$ cat src/hdl/skq_pkg.sv
// ----------------------------------------------------------------------------
// skq_pkg: shared types and constants for the k-th largest selector
// Store depth, derived widths and the structs that link neighboring cells.
// ----------------------------------------------------------------------------
`default_nettype none

package skq_pkg;

  localparam int MAX_KEEP = 16;
  localparam int DATA_W   = 32;
  // fill count and rank hold 0..MAX_KEEP
  localparam int KEEP_W   = $clog2(MAX_KEEP + 1);
  // cell index 0..MAX_KEEP-1
  localparam int IDX_W    = (MAX_KEEP > 1) ? $clog2(MAX_KEEP) : 1;

  // What a cell hands to its right neighbor (current contents and its compare)
  typedef struct packed {
    logic                     valid;
    logic                     take;
    logic signed [DATA_W-1:0] value;
  } skq_link_t;

  // Row-wide control, the same for every cell
  typedef struct packed {
    logic ins;  // a sample is inserted this cycle
    logic clr;  // the row is emptied this cycle
  } skq_ctrl_t;

endpackage

`default_nettype wire

$ cat src/hdl/skq_cell.sv
// ----------------------------------------------------------------------------
// skq_cell: one slot of the sorted insertion row
// Holds one kept value; the row is ordered largest first. On insert the
// cell keeps its value, takes the new sample, or takes its left neighbor.
// ----------------------------------------------------------------------------
`default_nettype none

module skq_cell (
  input  wire                                 clk,
  input  wire                                 rst,
  input  wire skq_pkg::skq_ctrl_t             ctrl,
  input  wire logic signed [skq_pkg::DATA_W-1:0] sample,
  input  wire skq_pkg::skq_link_t             left,
  output skq_pkg::skq_link_t                  right,
  output logic signed [skq_pkg::DATA_W-1:0]   ins_value
);
  import skq_pkg::*;

  logic                     valid;
  logic signed [DATA_W-1:0] value;
  logic                     take;
  logic                     ins_valid;

  // empty slot or smaller value: the sample goes at or left of here
  assign take = !valid || (sample > value);

  always_comb begin
    if (take) begin
      ins_value = left.take ? left.value : sample;
      ins_valid = left.take ? left.valid : 1'b1;
    end else begin
      ins_value = value;
      ins_valid = valid;
    end
  end

  assign right.valid = valid;
  assign right.take  = take;
  assign right.value = value;

  always_ff @(posedge clk) begin
    if (rst || ctrl.clr) begin
      valid <= 1'b0;
    end else if (ctrl.ins) begin
      valid <= ins_valid;
    end
  end

  always_ff @(posedge clk) begin
    if (ctrl.ins) begin
      value <= ins_value;
    end
  end

endmodule

`default_nettype wire

$ cat src/hdl/streaming_kth_largest_select.sv
// ----------------------------------------------------------------------------
// streaming_kth_largest_select: k-th largest value of each set in a stream
// Keeps the k largest samples of the running set in a sorted row of cells
// and reports the smallest of them when the set ends.
// ----------------------------------------------------------------------------
// Usage:
//  - Input channel (in_valid / in_stall): one signed sample per transaction,
//    end_of_set marks the last sample of a set. One sample per cycle is
//    accepted while in_stall is low; the cell row inserts it as it is accepted.
//  - Output channel (out_valid / out_stall): one transaction per set, on its
//    last sample. kth_value is the k-th largest sample; too_few flags a set
//    shorter than k, and kth_value is then the smallest sample of the set.
//    The result appears in the cycle after the last sample is accepted.
//  - Config channel (cfg_valid / cfg_ready, keep_count): sets k. Zero acts
//    as 1, values above the store depth act as the depth. A write empties
//    the store and drops any set in progress. cfg_ready is always high.
//  - Throughput: 1 sample per cycle while in_stall is low. in_stall rises only
//    while a result waits in the output register and the receiver stalls it.
//  - Reset (rst, synchronous): k = 1, store empty, no result pending.
// ----------------------------------------------------------------------------
`default_nettype none

module streaming_kth_largest_select (
  input  wire                                   clk,
  input  wire                                   rst,
  // sample channel
  input  wire                                   in_valid,
  output logic                                  in_stall,
  input  wire logic signed [skq_pkg::DATA_W-1:0] sample_value,
  input  wire                                   end_of_set,
  // result channel
  output logic                                  out_valid,
  input  wire                                   out_stall,
  output logic signed [skq_pkg::DATA_W-1:0]     kth_value,
  output logic                                  too_few,
  // configuration
  input  wire                                   cfg_valid,
  output logic                                  cfg_ready,
  input  wire logic [4:0]                       keep_count
);
  import skq_pkg::*;

  skq_ctrl_t                ctrl;
  skq_link_t                links [MAX_KEEP+1];
  logic signed [DATA_W-1:0] ins_values [MAX_KEEP];
  logic [MAX_KEEP-1:0]      valid_vec;

  logic              in_accept;
  logic              cfg_write;
  logic [KEEP_W-1:0] rank;        // effective k, 1..MAX_KEEP
  logic [KEEP_W-1:0] rank_next;
  logic [KEEP_W-1:0] fill;        // samples kept so far, saturates at rank
  logic [KEEP_W-1:0] fill_next;
  logic [KEEP_W-1:0] sel_full;
  logic [IDX_W-1:0]  sel;

  // Output register parts the two sides; stall only when it is held
  assign in_stall  = out_valid && out_stall;
  assign in_accept = in_valid && !in_stall;
  assign cfg_ready = 1'b1;
  assign cfg_write = cfg_valid && cfg_ready;

  assign ctrl.ins = in_accept;
  assign ctrl.clr = (in_accept && end_of_set) || cfg_write;

  // Clamp the written rank into 1..MAX_KEEP
  always_comb begin
    if (32'(keep_count) > 32'(MAX_KEEP)) begin
      rank_next = KEEP_W'(MAX_KEEP);
    end else if (keep_count == 5'd0) begin
      rank_next = KEEP_W'(1);
    end else begin
      rank_next = KEEP_W'(keep_count);
    end
  end

  always_ff @(posedge clk) begin
    if (rst) begin
      rank <= KEEP_W'(1);
    end else if (cfg_write) begin
      rank <= rank_next;
    end
  end

  // Cell row: cell 0 has no left neighbor that could hand it a value
  assign links[0] = '0;

  for (genvar i = 0; i < MAX_KEEP; i++) begin : g_cell
    skq_cell u_cell (
      .clk       (clk),
      .rst       (rst),
      .ctrl      (ctrl),
      .sample    (sample_value),
      .left      (links[i]),
      .right     (links[i+1]),
      .ins_value (ins_values[i])
    );
    assign valid_vec[i] = links[i+1].valid;
  end

  // Fill count after this sample; the k-th largest (or the smallest of a
  // short set) then sits in cell fill_next-1 of the updated row.
  assign fill_next = (fill < rank) ? fill + KEEP_W'(1) : fill;
  assign sel_full  = fill_next - KEEP_W'(1);
  assign sel       = sel_full[IDX_W-1:0];

  always_ff @(posedge clk) begin
    if (rst || ctrl.clr) begin
      fill <= '0;
    end else if (in_accept) begin
      fill <= fill_next;
    end
  end

  // Result register
  always_ff @(posedge clk) begin
    if (rst) begin
      out_valid <= 1'b0;
    end else if (in_accept && end_of_set) begin
      out_valid <= 1'b1;
    end else if (!out_stall) begin
      out_valid <= 1'b0;
    end
  end

  always_ff @(posedge clk) begin
    if (in_accept && end_of_set) begin
      kth_value <= ins_values[sel];
      too_few   <= (fill_next < rank);
    end
  end

`ifndef SYNTHESIS
  // A set's last sample always leaves a result behind
  a_result_follows_end: assert property (@(posedge clk) disable iff (rst)
    in_accept && end_of_set |=> out_valid)
    else $error("no result after end of set");

  // The fill count never passes the rank
  a_fill_bounded: assert property (@(posedge clk) disable iff (rst)
    fill <= rank)
    else $error("fill count above rank");

  // Occupied cells form a prefix of the row
  a_valid_prefix: assert property (@(posedge clk) disable iff (rst)
    ((valid_vec + MAX_KEEP'(1)) & valid_vec) == '0)
    else $error("gap in occupied cells");

  // Kept samples in the row: the row holds at least fill entries
  a_fill_in_row: assert property (@(posedge clk) disable iff (rst)
    fill != '0 |-> valid_vec[IDX_W'(fill - KEEP_W'(1))])
    else $error("fill count points at an empty cell");
`endif

endmodule

`default_nettype wire
$ cat config.mk
export PLATFORM = sky130hd
export DESIGN_NAME = streaming_kth_largest_select
export DESIGN_NICKNAME = d
export VERILOG_FILES = /design/src/hdl/skq_pkg.sv /design/src/hdl/skq_cell.sv /design/src/hdl/streaming_kth_largest_select.sv
export SDC_FILE = /design/constraint.sdc
export NUM_CORES = 2
export LEC_CHECK = 0
export BUFFER_PORTS_ARGS = -buffer_cell sky130_fd_sc_hd__buf_2
export CAP_MARGIN = 20
export CELL_PAD_IN_SITES_DETAIL_PLACEMENT = 2
export CELL_PAD_IN_SITES_GLOBAL_PLACEMENT = 2
export CORE_MARGIN = 5
export CORE_UTILIZATION = 45
export CTS_CLUSTER_SIZE = 10
export DETAILED_ROUTE_END_ITERATION = 12
export GPL_TIMING_DRIVEN = 0
export PLACE_DENSITY_LB_ADDON = 0.25
export SYNTH_ARGS = -nofsm -noshare
export SYNTH_HDL_FRONTEND = slang
export SYNTH_SLANG_ARGS = --single-unit
$ cat constraint.sdc
create_clock -name clk -period 36.6 [get_ports clk]
set_input_delay 3.66 -clock clk [delete_from_list [all_inputs] [get_ports clk]]
set_output_delay 3.66 -clock clk [all_outputs]
set_load 0.01 [all_outputs]
=== Word level (Yosys, flattened, before mapping) ===
Index checks and enable logic that the tools add are counted.

* Memory bits (writable): 0
* Bits in latches: 0
* ROM bits: 0
* Input port bits: 43
* Word-level logic and storage cells: 170
* Flip-flop bits (word level): 572
* Memories kept: 0
* Output and inout bits: 36

* Multiply operators: 0
* $add $sub $neg: 2
* Bitwise operators: 1
* Divide/modulo/power cells: 0
* Multiplexer cells: 54
* Magnitude comparators: 20
* Reductions and logical operators: 55
* Shift operators: 0
* Equality and inequality tests: 1

{| class="wikitable"
|+ Operators with widths
! cell !! number
|-
| 2-to-1 mux 32 bit || 33
|-
| greater-than comparator 32 bit || 16
|-
| binary-select mux 32 bit (select 4 bit) || 1
|-
| AND reduction 2 bit || 16
|-
| logical OR 1 bit || 18
|-
| zero test 1 bit || 17
|-
| 2-to-1 mux 1 bit || 17
|-
| 2-to-1 mux 5 bit || 3
|-
| < comparator 5 bit || 2
|-
| adder 5 x 1 -> 5 bit (second input constant) || 1
|-
| greater-or-equal comparator 5 bit (second input constant) || 1
|-
| greater-than comparator 5 bit (second input constant) || 1
|-
| zero test 5 bit || 1
|-
| inverter 4 -> 5 bit || 1
|-
| subtractor 4 x 1 -> 4 bit (second input constant) || 1
|-
| logical AND 1 bit || 3
|-
| != test 2 x 1 -> 1 bit (second input constant) || 1
|}

=== Depth between registers and ports, before layout ===
* Word-level depth: 7
* Depth in mapped cells: 19
* Gate-level depth less buffers: 15

=== Modules after synthesis ===
From an unflattened synthesis, not the netlist that was laid out.

* Cell total of the unflattened synthesis: 5737
* Area total of the unflattened synthesis: 57387.5 um^2

{| class="wikitable"
|+ By module, submodules not included
! module !! seq. area each (um^2) !! times used !! cells each !! area an instance (um^2)
|-
| skq_cell || 980.9 || 16 || 312 || 3196.8
|-
| streaming_kth_largest_select || 1211.2 || 1 || 745 || 6238.5
|}

=== Worst setup path after synthesis ===
No wires, ideal clock.

* Path type: input-to-reg
* From: in out_stall
* To: reg fill[1]
* Path slack: 17.491 ns
* Required time: 35.803 ns
* Stages: 5
* Library setup time: 0.797 ns
* Data arrival time: 18.312 ns
* Path buffers: 1
* Cells stage by stage: nand2_1 > nand2_1 > inv_2 > clkbuf_1 > a211oi_1

* Word-level cells in the longest chain between the ends: 6

{| class="wikitable"
|+ RTL lines
! item !! RTL line !! source
|-
| from (decl) || streaming_kth_largest_select.sv:33 || <nowiki>input wire out_stall,</nowiki>
|-
| logical AND 1 bit * || streaming_kth_largest_select.sv:58 || <nowiki>assign in_stall = out_valid && out_stall;</nowiki>
|-
| zero test 1 bit * || streaming_kth_largest_select.sv:59 || <nowiki>assign in_accept = in_valid && !in_stall;</nowiki>
|-
| logical AND 1 bit * || streaming_kth_largest_select.sv:59 ||
|-
| named net in_accept || streaming_kth_largest_select.sv:48 || <nowiki>logic in_accept;</nowiki>
|-
| logical AND 1 bit || streaming_kth_largest_select.sv:64 || <nowiki>assign ctrl.clr = (in_accept && end_of_set) || cfg_write;</nowiki>
|-
| logical OR 1 bit || streaming_kth_largest_select.sv:64 ||
|-
| logical OR 1 bit || streaming_kth_largest_select.sv:108 || <nowiki>if (rst || ctrl.clr) begin</nowiki>
|-
| to (signal assigned) || streaming_kth_largest_select.sv:111 || <nowiki>fill <= fill_next;</nowiki>
|-
| to (decl) || streaming_kth_largest_select.sv:52 || <nowiki>logic [KEEP_W-1:0] fill;</nowiki>
|}

The timed path passes the listed nets; every way through them passes the cells marked *.
A chain may end at the register's enable or synchronous reset.

=== Final worst setup path ===
* From: in sample_value[20] in the netlist's numbering
* To: reg kth_value[0] in the netlist's numbering, data pin

* Word-level cells in the longest chain between the ends: 7
* Elaborated cells between the ends (all ways): 66
* Classes of those cells: order compare: 16; mux: 34; reduce/logical: 16

{| class="wikitable"
|+ RTL lines
! item !! RTL line !! source
|-
| from (decl) || streaming_kth_largest_select.sv:29 || <nowiki>input wire logic signed [skq_pkg::DATA_W-1:0] sample_value,</nowiki>
|-
| greater-than comparator 32 bit || skq_cell.sv:25 || <nowiki>assign take = !valid || (sample > value);</nowiki>
|-
| logical OR 1 bit || skq_cell.sv:25 ||
|-
| 2-to-1 mux 32 bit || skq_cell.sv:29 || <nowiki>ins_value = left.take ? left.value : sample;</nowiki>
|-
| 2-to-1 mux 32 bit || skq_cell.sv:28 || <nowiki>if (take) begin</nowiki>
|-
| binary-select mux 32 bit (select 4 bit) * || streaming_kth_largest_select.sv:128 || <nowiki>kth_value <= ins_values[sel];</nowiki>
|-
| 2-to-1 mux 32 bit (not written as such) * (2 in series) || streaming_kth_largest_select.sv:128 ||
|-
| to (signal assigned) || streaming_kth_largest_select.sv:128 ||
|-
| to (decl) || streaming_kth_largest_select.sv:34 || <nowiki>output logic signed [skq_pkg::DATA_W-1:0] kth_value,</nowiki>
|}

Mark *: on every way between the ends. The rest lies on a longest branch, timed or not. The select of a mux whose other input is x is not followed.

==> flow_summary.ini <==
[status]
status = finished with violations
violations = capacitance limit, slew limit

[synthesis]
ys_ff_latch = 572
synthTopCellsByArea = edfxtp_1 34%, ha_1 14%, mux2i_1 5.7%
synth_edf_count = 545
synthesis.area_sq_um = 48000
yosysWarnings = 0
synth_top_cell_area_share = 0.341
syn_nets = 5973
yosys.area.top_type = edfxtp_1
synth_common_cells = 545 x edfxtp_1, 538 x inv_1, 522 x ha_1, 505 x nand2_1, 455 x a21oi_1
async_reset_ff_frac = 0
ys_seq_area_frac = 0.352
yosysUniqueCellTypes = 109
synth.avg_cell_area_sq_um = 8.88
yosysMostFrequentCell = edfxtp_1
postSynthCellCount = 5408
ys.flop_type = edfxtp_1

[sta]
fin_crit_sh = 0.257
whs_ns = 0.499
setup_viol = 0
hold_viol = 0
finalWorstSetupSlack_ns = 27.21
timing.fmax_mhz = 106
fin_skew_ns = 0.0326
rsz0062_at_grt = false
worst_pin_slew_ns = 1.55
slew_violations = 2
setup_tns_ns = 0
slew_headroom = -0.0625
finalCriticalPeriod_ns = 9.39

[global_routing]
grt_busiest_layer = met2
grt_overflow = 0
grt_pass1_wl_mm = 373
use_met1 = 0.538
grt_max_degree = 62
met2_usage = 0.710
grt_pass1_vias = 54800
antenna_found_initial = 8
grt.total_usage = 0.446
grt.met3_usage = 0.103

[placed_design]
hpwl_mm = 198
place_congestion = 0.987
dpl_worst_slack_ns = 26.79
port_buffers = 76

[worst_setup_path]
rr_worst_depth = 18
critPathKind = in -> reg
arrival_ns = 9.79
cp-end-kind = register
cp-start-kind = input pin
worst-endpoint-required_ns = 37.00
crit_path_max_fanout = 20

[clocking]
cts_setup_buffers = 0
post_cts_resized = 0
clock_tree.root_cell = clkbuf_16
cts_tree = done
clock_latency_ns = 0.70
numCtsBuffers = 76
cts_buffer_depth = 3
cts.sinks = 572
path_clk_slew_ns = 0.06
cts_hold_buf = 0
ctsHtreeMaxLevel = 3

[routing]
vias = 51100
wire_per_inst_um = 37.4
drtIter0Drc = 6477
totalWireLength_mm = 263
drc = 0
first_pass_iters = 5
ant_nets = 0
via_per_inst = 7.26

[floorplanning]
dieHeight_um = 337
dieArea_sq_um = 113000
row_count = 119
ioPinCount = 79
floorplan.initialDensity = 0.455
die_x_um = 337
core-area_sq_um = 106000

[cells_and_area]
syn_to_final_growth_pct = 10.0
nNetsFinal = 6146
fin_util = 0.500
layout-drive-gt1-share = 0.0638
fill_cells = 11400

[flow_run]
drv_cap = 1

[power]
p_per_area_nw_per_um2 = 42.3
total_power_w = 0.00223
peakVddDrop_mv = 0.0339
p_leak_nw = 22.8

[worst_hold_path]
hold_depth = 2
worstHoldPathType = reg -> reg
worst max-delay path, cell delays in order:
cell	delay [ns]
buf_2	0.76
ha_1	0.27
nand4_1	0.15
nor4_1	1.03
and3_1	0.44
o31a_1	0.38
nor4_4	0.15
nor2_1	1.00
o21ai_0	0.36
o21ai_0	0.79
a22oi_1	0.33
a32o_1	0.40
worst paths after layout:
check	startpoint	endpoint	slack [ns]
setup / recovery	sample_value[20]	kth_value[0]	27.21
hold / removal	g_cell[15].u_cell.valid	g_cell[15].u_cell.valid	0.50
setup reg to reg	rank[2]	kth_value[20]	27.35
hold reg to reg	g_cell[15].u_cell.valid	g_cell[15].u_cell.valid	0.50
registers in the layout, indices dropped and copies added, names as in the netlist:
name / cells
kth_value: 32
out_valid: 1
g_cell.u_cell.value: 512
g_cell.u_cell.valid: 16
rank: 5
too_few: 1
fill: 5
layer usage:
metal | part of all wire | wire length [um] | vias to the layer above
li1 | - | - | 20700
met5 | 0.00011 | 30 | -
met1 | 0.37 | 97000 | 25800
met2 | 0.44 | 117000 | 3609
met4 | 0.083 | 21900 | 4
met3 | 0.10 | 27500 | 1070
cells by family after synthesis:
| logic type | Yosys count | share of synthesized area |
|---|---|---|
| DFF | 572 | 0.352 |
| xor gates and xnor gates | 10 | 0.00318 |
| AOI/OAI and AO/OA | 1759 | 0.244 |
| and+or+nand+nor | 1342 | 0.129 |
| buffers and inverters | 926 | 0.0774 |
| adders and majority gates | 522 | 0.136 |
| muxes | 276 | 0.0577 |
| other | 1 | 0.0000781 |
placed cells by master, fill, tap and decap left out, drive strengths merged, types with 33 or more instances in the layout:
master,instances
nor3,65
a21o,53
nand3,132
a211o,44
nor2,360
a21oi,458
edfxtp,545
clkbuf,365
mux2i,275
a311oi,45
nand2,505
a211oi,177
buf,229
o211ai,98
o21ai,338
ha,522
nand4,92
o31ai,56
nor4,33
o221ai,38
inv,540
o22ai,35
a22oi,35
a31oi,156
final cells by class:
class	count	area (sq um)	share of cell area
buffer	385	1690	0.0320
timing repair buffer	95	766	0.0145
antenna	7	17.5	0.000332
multi-input combinational	3910	27400	0.519
inverter	541	2030	0.0384
clock buffer	115	2180	0.0414
clock inverter	23	95.1	0.00180
tap	1391	1740	0.0330
sequential	572	16900	0.320
report_power, final:
part / leakage, nW / total, W / switching (W) / internal (W)
combinational: 16.2 / 0.000664 / 0.000477 / 0.000187
sequential: 5.51 / 0.000820 / 0.0000412 / 0.000779
clock: 1.11 / 0.000750 / 0.000340 / 0.000410
stage by stage:
stage / std cells / cell area [sq um]
after floorplan: 5408 / 48000
final: 7039 / 52800
after global placement: 6875 / 50100
after detailed placement: 6887 / 50400
after global routing: 7033 / 52800
after CTS: 7025 / 52700
Power figures use the tool's default switching activity.
